## src/rtl/pkh_pkg.sv

```systemverilog
// shared types, constants and crc function for the packet header generator
`timescale 1ns / 1ps

package pkh_pkg;

    localparam int unsigned BYTE_W   = 8;
    localparam int unsigned CRC_W    = 16;
    localparam int unsigned HDR_LEN  = 4;
    localparam int unsigned CNT_W    = 3;
    localparam int unsigned ADDR_W   = 3;
    localparam int unsigned APB_W    = 32;

    localparam logic [CRC_W-1:0]  CRC_POLY  = 16'h1021;
    localparam logic [CRC_W-1:0]  CRC_INIT  = 16'hFFFF;
    localparam logic [BYTE_W-1:0] BYTE_MASK = 8'hFF;
    localparam logic [BYTE_W-1:0] ID_RESET  = 8'h00;

    // register word indexes
    typedef enum logic [0:0] {
        REG_PACKET_ID = 1'b0,
        REG_NONE      = 1'b1
    } reg_index_t;

    // header load request from the crc side to the serialiser
    typedef struct packed {
        logic              load;
        logic [CRC_W-1:0]  crc;
        logic [BYTE_W-1:0] id;
    } hdr_load_t;

    // serialiser status back to the input side
    typedef struct packed {
        logic can_load;
        logic busy;
    } hdr_status_t;

    // msb-first crc-16 update over one byte
    function automatic logic [CRC_W-1:0] crc_fold(input logic [CRC_W-1:0] crc,
                                                  input logic [BYTE_W-1:0] b);
        logic [CRC_W-1:0] c;
        c = crc ^ {b, 8'h00};
        for (int i = 0; i < BYTE_W; i++)
        begin
            if (c[CRC_W-1])
                c = {c[CRC_W-2:0], 1'b0} ^ CRC_POLY;
            else
                c = {c[CRC_W-2:0], 1'b0};
        end
        return c;
    endfunction

endpackage

```

## src/rtl/pkh_cfg.sv

```systemverilog
// apb configuration register for the packet id
`timescale 1ns / 1ps

module pkh_cfg
    import pkh_pkg::*;
(
    input  logic              clk,
    input  logic              rst_n,
    input  logic              psel,
    input  logic              penable,
    input  logic              pwrite,
    input  logic [ADDR_W-1:0] paddr,
    input  logic [APB_W-1:0]  pwdata,
    output logic [APB_W-1:0]  prdata,
    output logic              pready,
    output logic [BYTE_W-1:0] packet_id
);

    logic [BYTE_W-1:0] id_reg;
    logic [BYTE_W-1:0] id_next;
    reg_index_t        index;
    logic              wr_en;

    // word index from the byte address
    assign index  = reg_index_t'(paddr[ADDR_W-1]);
    assign pready = 1'b1;
    assign wr_en  = psel && penable && pwrite && pready;

    // register write decode
    always_comb
    begin
        id_next = id_reg;
        if (wr_en && (index == REG_PACKET_ID))
            id_next = pwdata[BYTE_W-1:0];
    end

    always_ff @(posedge clk or negedge rst_n)
    begin
        if (!rst_n)
            id_reg <= ID_RESET;
        else
            id_reg <= id_next;
    end

    // read mux
    always_comb
    begin
        case (index)
            REG_PACKET_ID: prdata = {{(APB_W-BYTE_W){1'b0}}, id_reg};
            default:       prdata = '0;
        endcase
    end

    assign packet_id = id_reg;

endmodule

```

## src/rtl/pkh_crc.sv

```systemverilog
// running crc accumulator, one byte per cycle while accept is high
`timescale 1ns / 1ps

module pkh_crc
    import pkh_pkg::*;
(
    input  logic              clk,
    input  logic              rst_n,
    input  logic              accept,
    input  logic [BYTE_W-1:0] data_byte,
    input  logic              last_byte,
    input  logic [BYTE_W-1:0] packet_id,
    output hdr_load_t         hdr_load
);

    logic [CRC_W-1:0] crc_reg;
    logic [CRC_W-1:0] crc_next;
    logic [CRC_W-1:0] crc_fold_val;

    // fold the incoming byte into the running crc
    assign crc_fold_val = crc_fold(crc_reg, data_byte);

    always_comb
    begin
        crc_next = crc_reg;
        if (accept)
            crc_next = last_byte ? CRC_INIT : crc_fold_val;
    end

    always_ff @(posedge clk or negedge rst_n)
    begin
        if (!rst_n)
            crc_reg <= CRC_INIT;
        else
            crc_reg <= crc_next;
    end

    // header request on the final byte
    assign hdr_load.load = accept && last_byte;
    assign hdr_load.crc  = crc_fold_val;
    assign hdr_load.id   = packet_id;

    // crc reloads after the final byte
    a_crc_reload: assert property (@(posedge clk) disable iff (!rst_n)
        (accept && last_byte) |=> (crc_reg == CRC_INIT))
        else $error("crc not reloaded after final byte");

endmodule

```

## src/rtl/pkh_hdr.sv

```systemverilog
// header serialiser: lrc, id, crc low, crc high
`timescale 1ns / 1ps

module pkh_hdr
    import pkh_pkg::*;
(
    input  logic              clk,
    input  logic              rst_n,
    input  hdr_load_t         hdr_load,
    output hdr_status_t       status,
    output logic              m_tvalid,
    input  logic              m_tready,
    output logic [BYTE_W-1:0] m_tdata,
    output logic              m_tlast
);

    logic [HDR_LEN*BYTE_W-1:0] shift_reg;
    logic [HDR_LEN*BYTE_W-1:0] shift_next;
    logic [CNT_W-1:0]          count_reg;
    logic [CNT_W-1:0]          count_next;
    logic                      pop;
    logic [BYTE_W-1:0]         sum;
    logic [BYTE_W-1:0]         lrc;

    assign pop = m_tvalid && m_tready;

    // load allowed when empty or the last word leaves this cycle
    assign status.can_load = (count_reg == '0) || ((count_reg == CNT_W'(1)) && m_tready);
    assign status.busy     = (count_reg != '0);

    // lrc is the negated byte sum of id and crc bytes
    assign sum = hdr_load.id + hdr_load.crc[BYTE_W-1:0] + hdr_load.crc[CRC_W-1:BYTE_W];
    assign lrc = (sum ^ BYTE_MASK) + BYTE_W'(1);

    always_comb
    begin
        shift_next = shift_reg;
        count_next = count_reg;
        if (pop)
        begin
            shift_next = {{BYTE_W{1'b0}}, shift_reg[HDR_LEN*BYTE_W-1:BYTE_W]};
            count_next = count_reg - CNT_W'(1);
        end
        if (hdr_load.load)
        begin
            shift_next = {hdr_load.crc[CRC_W-1:BYTE_W], hdr_load.crc[BYTE_W-1:0],
                          hdr_load.id, lrc};
            count_next = CNT_W'(HDR_LEN);
        end
    end

    always_ff @(posedge clk or negedge rst_n)
    begin
        if (!rst_n)
            count_reg <= '0;
        else
            count_reg <= count_next;
    end

    // payload needs no reset
    always_ff @(posedge clk)
    begin
        shift_reg <= shift_next;
    end

    // output word
    assign m_tvalid = status.busy;
    assign m_tdata  = shift_reg[BYTE_W-1:0];
    assign m_tlast  = (count_reg == CNT_W'(1));

    a_count_range: assert property (@(posedge clk) disable iff (!rst_n)
        count_reg <= CNT_W'(HDR_LEN))
        else $error("header count out of range");

    a_no_overwrite: assert property (@(posedge clk) disable iff (!rst_n)
        hdr_load.load |-> ((count_reg == '0) || ((count_reg == CNT_W'(1)) && pop)))
        else $error("header overwritten before sent");

    a_count_step: assert property (@(posedge clk) disable iff (!rst_n)
        (pop && !hdr_load.load) |=> (count_reg == $past(count_reg) - CNT_W'(1)))
        else $error("header count did not step");

endmodule

```

## src/rtl/packet_header_crc16_lrc.sv

```systemverilog
// top level of the packet header generator
`timescale 1ns / 1ps

// Packet header generator: CRC-16/CCITT-FALSE plus LRC header.
// Input stream s_*: one payload byte per word in s_tdata, s_tlast on the
// final byte of a packet. Each byte is folded into the running CRC in the
// cycle it is accepted, so non-final payload bytes are taken every cycle.
// Output stream m_*: on the final byte, four header words follow from the
// cycle after acceptance: LRC, packet ID, CRC low, CRC high; m_tlast marks
// the fourth.
// Throughput is one payload byte per cycle; a final byte waits (s_tready
// low) while a previous header still has words to send, unless only its
// last word is left and leaves in that cycle. This is set by the single
// four-byte header buffer. Packets of four or more bytes therefore run
// without pause when the receiver is ready.
// Receiver stall: header words hold on m_tdata; non-final bytes are still
// taken, final bytes wait for the header buffer.
// APB: register packet_id at byte address 0, written on psel, penable,
// pwrite high; pready is always high. The ID is sampled with the final byte.
// Reset: CRC reloads to 0xFFFF, packet_id clears, header buffer empties.

module packet_header_crc16_lrc
    import pkh_pkg::*;
(
    input  logic              clk,
    input  logic              rst_n,
    // slave stream
    input  logic              s_tvalid,
    output logic              s_tready,
    input  logic [7:0]        s_tdata,   // [7:0] data_byte
    input  logic              s_tlast,
    // master stream
    output logic              m_tvalid,
    input  logic              m_tready,
    output logic [7:0]        m_tdata,   // [7:0] header_byte
    output logic              m_tlast,
    // configuration
    input  logic              psel,
    input  logic              penable,
    input  logic              pwrite,
    input  logic [ADDR_W-1:0] paddr,
    input  logic [APB_W-1:0]  pwdata,
    output logic [APB_W-1:0]  prdata,
    output logic              pready
);

    logic [BYTE_W-1:0] packet_id;
    hdr_load_t         hdr_load;
    hdr_status_t       hdr_status;
    logic              accept;

    // final byte waits for room in the header buffer
    assign s_tready = !s_tlast || hdr_status.can_load;
    assign accept   = s_tvalid && s_tready;

    pkh_cfg u_cfg (
        .clk       (clk),
        .rst_n     (rst_n),
        .psel      (psel),
        .penable   (penable),
        .pwrite    (pwrite),
        .paddr     (paddr),
        .pwdata    (pwdata),
        .prdata    (prdata),
        .pready    (pready),
        .packet_id (packet_id)
    );

    pkh_crc u_crc (
        .clk       (clk),
        .rst_n     (rst_n),
        .accept    (accept),
        .data_byte (s_tdata),
        .last_byte (s_tlast),
        .packet_id (packet_id),
        .hdr_load  (hdr_load)
    );

    pkh_hdr u_hdr (
        .clk      (clk),
        .rst_n    (rst_n),
        .hdr_load (hdr_load),
        .status   (hdr_status),
        .m_tvalid (m_tvalid),
        .m_tready (m_tready),
        .m_tdata  (m_tdata),
        .m_tlast  (m_tlast)
    );

endmodule
```

## config.mk

```make
export PLATFORM = sky130hd
export DESIGN_NAME = packet_header_crc16_lrc
export DESIGN_NICKNAME = d
export VERILOG_FILES = /design/src/rtl/pkh_pkg.sv /design/src/rtl/pkh_cfg.sv /design/src/rtl/pkh_crc.sv /design/src/rtl/pkh_hdr.sv /design/src/rtl/packet_header_crc16_lrc.sv
export SDC_FILE = /design/constraint.sdc
export NUM_CORES = 1
export LEC_CHECK = 0
export ABC_AREA = 1
export BUFFER_PORTS_ARGS = -buffer_cell sky130_fd_sc_hd__buf_2
export CAP_MARGIN = 10
export CORE_ASPECT_RATIO = 0.75
export CORE_MARGIN = 8
export CORE_UTILIZATION = 42
export CTS_CLUSTER_SIZE = 10
export DETAILED_ROUTE_END_ITERATION = 8
export GPL_TIMING_DRIVEN = 0
export PLACE_DENSITY = 0.66
export SYNTH_ARGS = -nofsm -noshare
export SYNTH_HDL_FRONTEND = slang
export SYNTH_SLANG_ARGS = --single-unit
```

## constraint.sdc

```tcl
create_clock -name clk -period 4.1 [get_ports clk]
set_input_delay 0.82 -clock clk [delete_from_list [all_inputs] [get_ports clk]]
set_output_delay 0.82 -clock clk [all_outputs]
set_load 0.02 [all_outputs]
```

# --- Word level (Yosys, flattened, before mapping) ---
# Index checks and enable logic that the tools add are counted.
classes:
  bitwise_logic: 11
  add_sub_neg: 4
  n_reduce_logical: 13
  eq_ne: 1
  n_mux: 14
op_table:
  columns: ["operator", "count"]
  rows:
  - ["2-to-1 mux 13 bit", 8]
  - ["2-to-1 mux 32 bit", 2]
  - ["NOT 3 bit", 8]
  - ["adder 8 bit", 2]
  - ["2-to-1 mux 16 bit", 1]
  - ["bitwise XOR 16 bit", 1]
  - ["adder 8 x 1 -> 8 bit, second input constant", 1]
  - ["2-to-1 mux 8 bit", 1]
  - ["NOT 8 bit", 1]
  - ["logical AND 1 bit", 7]
  - ["2-to-1 mux 3 bit", 2]
  - ["== test 3 x 1 -> 1 bit, second input constant", 1]
  - ["logical NOT 3 bit", 1]
  - ["nonzero test 3 bit", 1]
  - ["subtractor 3 x 1 -> 3 bit, second input constant", 1]
  - ["logical OR 1 bit", 2]
  - ["nonzero test 2 bit", 1]
  - ["logical NOT 1 bit", 1]
  - ["NOT 1 bit", 1]
word_totals:
  input_bits: 51
  wordCells: 47
  ff_bits: 59

# --- Depth between registers and ports, before layout ---
# Gate-level depths: netlist of run 1.
logic_depth:
  ltp_word: 22
  depth_mapped: 21
  depth_no_buf: 21

# --- Modules after synthesis ---
# From an unflattened synthesis of run 1, not the netlist that was laid out.
unflattened:
  cells_unflattened: 534
  hier_area_um2: 4199.0
modules_own_cells:
  columns: ["module", "area_per_inst_um2", "n_inst", "cells_each"]
  rows:
  - ["pkh_hdr", 2227.1, 1, 255]
  - ["pkh_crc", 1342.5, 1, 194]
  - ["pkh_cfg", 609.3, 1, 81]
  - ["packet_header_crc16_lrc", 20.0, 1, 4]

# --- Worst setup path before layout of run 1 ---
# OpenSTA, ideal clock, no wires.
synth_path:
  path_kind: "input -> register"
  from: "input s_tdata[5]"
  to: "register u_hdr.shift_reg[7], data pin"
  setup_slack_ns: 0.462
  arrival_ns: 3.385
  setup_ns: 0.253
  cell_stages: 20
  path_cell_list: "or2_2 nand2_4 nand2_1 nand2_2 inv_1 fa_1 inv_1 ha_1 fa_1 nand3_1 nand2_1 or2_1 nand2_1 inv_1 nor2_1 nand2_1 inv_1 nand2_1 nand3_1 nand2_1"
synth_between:
  elab_chain_len: 13
synth_rtl:
  columns: ["element", "line", "source"]
  rows:
  - ["start: declaration", "packet_header_crc16_lrc.sv:30", "input logic [7:0] s_tdata,"]
  - ["bitwise XOR 16 bit (*)", "pkh_pkg.sv:41", "c = crc ^ {b, 8'h00};"]
  - ["2-to-1 mux 13 bit (*)", "pkh_pkg.sv:44", "if (c[CRC_W-1])"]
  - ["2-to-1 mux 13 bit (3 in series)", "pkh_pkg.sv:44", null]
  - ["2-to-1 mux 13 bit (*)", "pkh_pkg.sv:44", null]
  - ["NOT 3 bit (no line)", null, null]
  - ["2-to-1 mux 13 bit", "pkh_pkg.sv:44", null]
  - ["adder 8 bit", "pkh_hdr.sv:32", "assign sum = hdr_load.id + hdr_load.crc[BYTE_W-1:0] + hdr_load.crc[CRC_W-1:BYTE_W];"]
  - ["adder 8 bit (*)", "pkh_hdr.sv:32", null]
  - ["NOT 8 bit (no line) (*)", null, null]
  - ["adder 8 x 1 -> 8 bit (*)", "pkh_hdr.sv:33", "assign lrc = (sum ^ BYTE_MASK) + BYTE_W'(1);"]
  - ["2-to-1 mux 32 bit (*)", "pkh_hdr.sv:44", "if (hdr_load.load)"]
  - ["via u_hdr.shift_next[7]", "pkh_hdr.sv:18", "logic [HDR_LEN*BYTE_W-1:0] shift_next;"]
  - ["end signal: assignment", "pkh_hdr.sv:63", "shift_reg <= shift_next;"]
  - ["end: declaration", "pkh_hdr.sv:17", "logic [HDR_LEN*BYTE_W-1:0] shift_reg;"]
# The timed path passes the listed nets; every way through them passes the cells marked *.
# A chain may end at the register's enable or synchronous reset.

# --- Worst setup path in the final report of run 1 ---
layout_path:
  from: "input s_tdata[4]"
  to: "register u_hdr.shift_reg[7], data pin"
layout_between:
  elab_chain_len: 11
layout_rtl:
  columns: ["element", "line"]
  rows:
  - ["bitwise XOR 16 bit (*)", "pkh_pkg.sv:41"]
  - ["2-to-1 mux 13 bit (*)", "pkh_pkg.sv:44"]
  - ["2-to-1 mux 13 bit (3 in series)", "pkh_pkg.sv:44"]
  - ["2-to-1 mux 13 bit (*)", "pkh_pkg.sv:44"]
  - ["adder 8 bit", "pkh_hdr.sv:32"]
  - ["adder 8 bit (*)", "pkh_hdr.sv:32"]
  - ["NOT 8 bit (no line) (*)", null]
  - ["adder 8 x 1 -> 8 bit (*)", "pkh_hdr.sv:33"]
  - ["2-to-1 mux 32 bit (*)", "pkh_hdr.sv:44"]
  - ["via u_hdr.shift_next[7]", "pkh_hdr.sv:18"]
# Marks and branches as above.

==> results of run 1 <==
through the flow:
step,setup slack [ns],std cells
2_1_floorplan,0.462,425
3_3_place_gp,0.141,575
3_5_place_dp,0.0751,576
4_1_cts,0.409,592
5_1_grt,0.137,592
6_report,0.393,592
placed cells by master (no fill, tap or decap), types with 2 or more instances in the layout:
cell,count
nand2_2,12
xnor2_1,8
nor2_1,36
clkbuf_1,4
xor2_2,2
buf_4,35
conb_1,25
nand3_1,15
dfrtp_1,11
clkinv_2,2
inv_2,5
dfstp_2,16
xor2_1,12
nand4_1,2
o21ai_1,9
xnor2_4,2
o22ai_1,3
inv_1,51
fa_1,8
o21ai_0,14
a21oi_1,17
edfxtp_1,32
ha_1,10
a21oi_2,2
buf_2,47
clkinv_1,2
buf_6,2
clkbuf_16,9
nand2_1,76
a22oi_1,6
worst max-delay path, cell delays in order:
cell and delay [ns]:
buf_2 0.13, xnor2_4 0.32, xor2_1 0.41, fa_1 0.49, inv_1 0.07, ha_1 0.20
fa_1 0.48, inv_1 0.09, nand3_1 0.10, nor2_1 0.13, nand2_1 0.08, nor2_1 0.14
nand2_1 0.09, inv_1 0.07, nand2_1 0.05, nand3_1 0.07, nand2_1 0.05
worst min path at each step:
| stage | cells past startpoint | endpoint | from |
|---|---|---|---|
| after floorplan | 2 | u_crc.crc_reg[14]$_DFFE_PN1P_ | u_crc.crc_reg[14]$_DFFE_PN1P_ |
| after global placement | 2 | u_crc.crc_reg[9]$_DFFE_PN1P_ | u_crc.crc_reg[9]$_DFFE_PN1P_ |
| after detailed placement | 2 | u_crc.crc_reg[14]$_DFFE_PN1P_ | u_crc.crc_reg[14]$_DFFE_PN1P_ |
| after CTS | 2 | u_crc.crc_reg[14]$_DFFE_PN1P_ | u_crc.crc_reg[14]$_DFFE_PN1P_ |
| after global routing | 2 | u_crc.crc_reg[4]$_DFFE_PN1P_ | u_crc.crc_reg[4]$_DFFE_PN1P_ |
| final | 2 | u_crc.crc_reg[14]$_DFFE_PN1P_ | u_crc.crc_reg[14]$_DFFE_PN1P_ |
cell type report:
cell class | instances | area (sq um) | area share
sequential | 59 | 1660 | 0.378
multi-input combinational | 267 | 1570 | 0.359
buffer | 43 | 314 | 0.0717
timing repair buffer | 43 | 238 | 0.0543
clock buffer | 12 | 236 | 0.0540
inverter | 56 | 210 | 0.0480
tap | 108 | 135 | 0.0309
clock inverter | 4 | 17.5 | 0.00400
metal layers:
layer / up-vias / global-route usage / share of wire
li1: 1375 / - / -
met1: 1223 / 0.168 / 0.42
met2: 72 / 0.221 / 0.49
met3: 9 / 0.0401 / 0.077
met4: 0 / 0.0379 / 0.013
met5: - / 0 / 0
synthesized netlist by cell type (2+ instances only):
cell type and count:
dfstp_2 16, buf_4 35, nand2_1 76, inv_1 51, buf_6 2, fa_1 8
dfrtp_1 11, xor2_2 2, ha_1 10, a21oi_2 2, xor2_1 12, o21ai_0 14
nand2_2 12, nand4_1 2, o21ai_1 9, a21oi_1 17, a22oi_1 6, o22ai_1 3
conb_1 2, edfxtp_1 32, inv_2 5, xnor2_1 8, nand3_1 15, nor2_1 36
buf_2 5, xnor2_4 2
logic make-up (layout without fill, tap and decap cells):
family	after synthesis	after routing
AO/OA/AOI/OAI	54	54
XOR/XNOR	24	24
adder cells (fa/ha/maj)	18	18
buffers and inverters	99	158
flip-flops	59	59
other	2	25
AND/OR/NAND/NOR	146	146
==> impl_metrics.ini, run 1 <==
[sta]
tns_ns = 0
slew_headroom = 0.414
slew_violations = 0
finalCritPeriodShare = 0.904
final-setup-viol-count = 0
worst_slew_pin_slew_ns = 0.876
rsz0062_at_grt = no
fin_worst_skew_ns = 0.00520
layout_min_cycle_time_ns = 3.71
hold_viol = 0
hold-worst-slack_ns = 0.508
clock.fmax_mhz = 270

[grt]
grt_pass1_wl_mm = 12.9
grt_remaining_overflow = 0
grt_pass1_vias = 2658
antenna_found_initial = 0
grt_util_all_layers = 0.135
grt_max_degree = 28

[place]
gp_congestion = 0.806
numPortBuffers = 42
dpl.hpwl_mm = 6.18
dpl_cell_area_sq_um = 4130

[logic_synthesis]
synth_fa_ha_area_frac = 0.0778
yosys_register_bits = 59
synth_edf_count = 32
async_reset_ff_frac = 0.458
ys_seq_area_frac = 0.452
synth_top_family_by_area = simple AND/OR/NAND/NOR gates
syn_inst = 402
netlist_area_sq_um = 3670
synth-simple-area-share = 0.170
synthMuxAreaShare = 0
synth_top_cells_by_area = edfxtp_1 26%, dfstp_2 11%, nand2_1 7.8%
ys.warnings.count = 0
synth_top_area_share = 0.262
post_synth.cell_area_avg_sq_um = 9.12
synth_xor_area_frac = 0.0717
synth_top_area_cell = edfxtp_1
synth_compound_area_frac = 0.0836
synthFlopType = edfxtp_1
synth_cell_types = 35

[critical_path]
cp.required_ns = 4.17
path_max_fanout = 5
critPathLaunch = s_tdata[4]
path_class = in -> reg
crit_arrival_ns = 3.78
start_kind = primary input
reg2reg_slack_ns = 0.48
reg2regPathDepth = 21
worstReg2RegEnd = u_hdr.shift_reg[7]$_DFFE_PP_
cp-end-kind = flip-flop
reg2reg_from = u_crc.crc_reg[13]$_DFFE_PN1P_
critical_path.endpoint = u_hdr.shift_reg[7]$_DFFE_PP_

[final_layout]
synthToLayoutAreaGrowth_pct = 19.5
fillers = 804
diodes = 0
design_area_sq_um = 4380
drive_gt1_frac = 0.289
postLayoutCoreUtil = 0.518
largest_reg_flops = 32
finalNetCount = 548

[cts]
cts_hold_buf = 0
clkSlewWorstSetupHoldPaths_ns = 0.05
cts_buffer_depth = 2
cts_resized = 0
post_cts_buffers = 0
clk_latency_ns = 0.32
cts-root-buf = clkbuf_16
htree_levels = 3
tritoncts = yes
clock_sinks = 59
numCtsBuffers = 9

[drt]
drc_errors = 0
wl_per_cell_um = 13.1
ant_nets = 0
via_per_inst = 4.53
num_vias = 2679
wl_mm = 7.76
drtIter0Drc = 154
firstDrtPassIters = 4

[floorplan]
ios = 95
fp-row-count = 29
die_h_um = 96.9
die_w_um = 124
core_area_sq_um = 8450
start_util = 0.434
die_area_sq_um = 12000

[run]
max-cap-violations = 0

[run_status]
status = completed

[worst_hold_path]
hold_class = reg -> reg
Power of run 1 is not shown: default switching activity piles up to over one toggle a cycle in this logic, so the estimate is an artifact.
==> inputs of run 2 (changes only) <==
Settings changed: CTS_BUF_LIST set to sky130_fd_sc_hd__clkbuf_8, PLACE_DENSITY 0.66 to not set, SYNTH_HIERARCHICAL set to 1.
==> run 2 against run 1 <==
Fmax up 7.9%; die area rose by 12%; synthesized cell count is 33% higher; flip-flop and latch count unchanged; cell area grew 11%.
==> impl_metrics.ini, run 2 <==
[run_status]
status = completed

[sta]
clock.fmax_mhz = 291
layout_min_cycle_time_ns = 3.44
finalCritPeriodShare = 0.838
slew_violations = 0
fin_worst_skew_ns = 0.0121
worst_slew_pin_slew_ns = 0.819
hold-worst-slack_ns = 0.500
hold_viol = 0
final-setup-viol-count = 0
tns_ns = 0
slew_headroom = 0.453
rsz0062_at_grt = no
setup_ws_ns = 0.663

[grt]
grt_pass1_vias = 3277
grt_pass1_wl_mm = 15.4
grt_util_all_layers = 0.144
grt_max_degree = 28
antenna_found_initial = 0
grt_remaining_overflow = 0

[drt]
firstDrtPassIters = 4
num_vias = 3284
drc_errors = 0
drtIter0Drc = 164
ant_nets = 0
wl_mm = 9.02
wl_per_cell_um = 12.1
via_per_inst = 4.40

[final_layout]
synthToLayoutAreaGrowth_pct = 15.6
diodes = 0
largest_reg_flops = 32
layout_common_cells = 192 x nand2_1, 74 x inv_1, 45 x buf_2, 42 x buf_4
finalNetCount = 679
drive_gt1_frac = 0.291
final_common_cell = nand2_1

[critical_path]
cp-end-kind = flip-flop
path_max_fanout = 5
start_kind = primary input
cp.required_ns = 4.19
path_class = in -> reg
crit_arrival_ns = 3.53

[run]
max-cap-violations = 0

[floorplan]
die_h_um = 103
core_area_sq_um = 9700
ios = 95
fp-row-count = 31
die_area_sq_um = 13500
start_util = 0.432
die_w_um = 131

[pwr]
p_sw_w = 0.00203
switching_share = 0.478
p_seq_frac = 0.252
ir_worst_vdd_v = 0.000329
p_clk_frac = 0.104
power.density_nw_per_um2 = 875
p_comb_frac = 0.644
p_leak_nw = 2.72
p_int_w = 0.00221

[place]
numPortBuffers = 42
gp_congestion = 0.849
place_ws_ns = 0.302
dpl.hpwl_mm = 7.14

[cts]
numCtsBuffers = 9
cts_buffer_depth = 2
post_cts_buffers = 0
clkSlewWorstSetupHoldPaths_ns = 0.06
clk_latency_ns = 0.34
cts_resized = 0
clock_sinks = 59
tritoncts = yes
cts-root-buf = clkbuf_8
cts_hold_buf = 0
htree_levels = 3

[worst_hold_path]
hold_class = in -> async

[logic_synthesis]
ys.warnings.count = 6
post_synth.cell_area_avg_sq_um = 7.86
syn_inst = 533
netlist_area_sq_um = 4190
==> run 2: power by group through the flow <==
stage                     logic [W]  clock network (W)  registers, W
after floorplan             0.00219                  0       0.00105
after global placement      0.00266                  0       0.00107
after detailed placement    0.00273                  0       0.00108
after CTS                   0.00275           0.000462       0.00107
after global routing        0.00315           0.000485       0.00110
final                       0.00273           0.000442       0.00107
==> run 2: layout make-up <==
| class | count | area, sq um |
|---|---|---|
| flip-flops and latches | 59 | 1660 |
| repair buffers | 43 | 238 |
| plain buffers | 49 | 360 |
| well taps | 132 | 165 |
| clock inverters | 6 | 25.0 |
| multi-input cells | 362 | 1940 |
| clock buffers | 10 | 138 |
| inverters | 86 | 325 |
| fillers | 982 | 4850 |
==> run 2: metrics by stage <==
stage	cell area (sq um)	util	instances	power (W)
6_report	4840	0.499	747	0.00424
5_1_grt	4840	0.499	747	0.00473
4_1_cts	4840	0.499	747	0.00428
3_5_place_dp	4680	0.483	731	0.00381
3_3_place_gp	4650	0.480	730	0.00373
2_1_floorplan	4280	-	556	0.00324
==> run 2: layer usage <==
layer,share of wire,vias to the layer above,GRT usage
met2,0.44,89,0.235
met5,0,-,0
met4,0.0096,0,0.0387
met1,0.49,1466,0.183
li1,-,1718,-
met3,0.062,11,0.0463
==> run 2: path summary, 6_finish.rpt <==
check | to | cells after the start | slack, ns | from
max | u_hdr/shift_reg[7]$_DFFE_PP_ | 18 | 0.66 | s_tdata[4]
max reg2reg | u_hdr/shift_reg[7]$_DFFE_PP_ | 17 | 0.74 | u_crc/crc_reg[12]$_DFFE_PN1P_
min | u_hdr/count_reg[1]$_DFFE_PN0P_ | 1 | 0.50 | rst_n
max in group asynchronous | u_cfg/packet_id[7]$_DFFE_PN0P_ | 1 | 3.17 | rst_n
min in group clk | u_hdr/shift_reg[5]$_DFFE_PP_ | 2 | 0.51 | u_hdr/shift_reg[13]$_DFFE_PP_
min reg2reg | u_hdr/shift_reg[5]$_DFFE_PP_ | 2 | 0.51 | u_hdr/shift_reg[13]$_DFFE_PP_
==> run 2: critical path, cell delays in order <==
cell and delay [ns]:
buf_2 0.12, inv_2 0.06, nand2_2 0.06, nand2_4 0.11
xor2_1 0.28, inv_1 0.09, fa_1 0.48, inv_1 0.04
ha_1 0.21, fa_1 0.43, inv_1 0.10, nand3_1 0.13
nor2_2 0.14, nand3_2 0.11, nor2_4 0.12, nand3_1 0.08
nand3_1 0.09, nand2_1 0.05
Note: power is estimated with default switching activity, not from simulation.
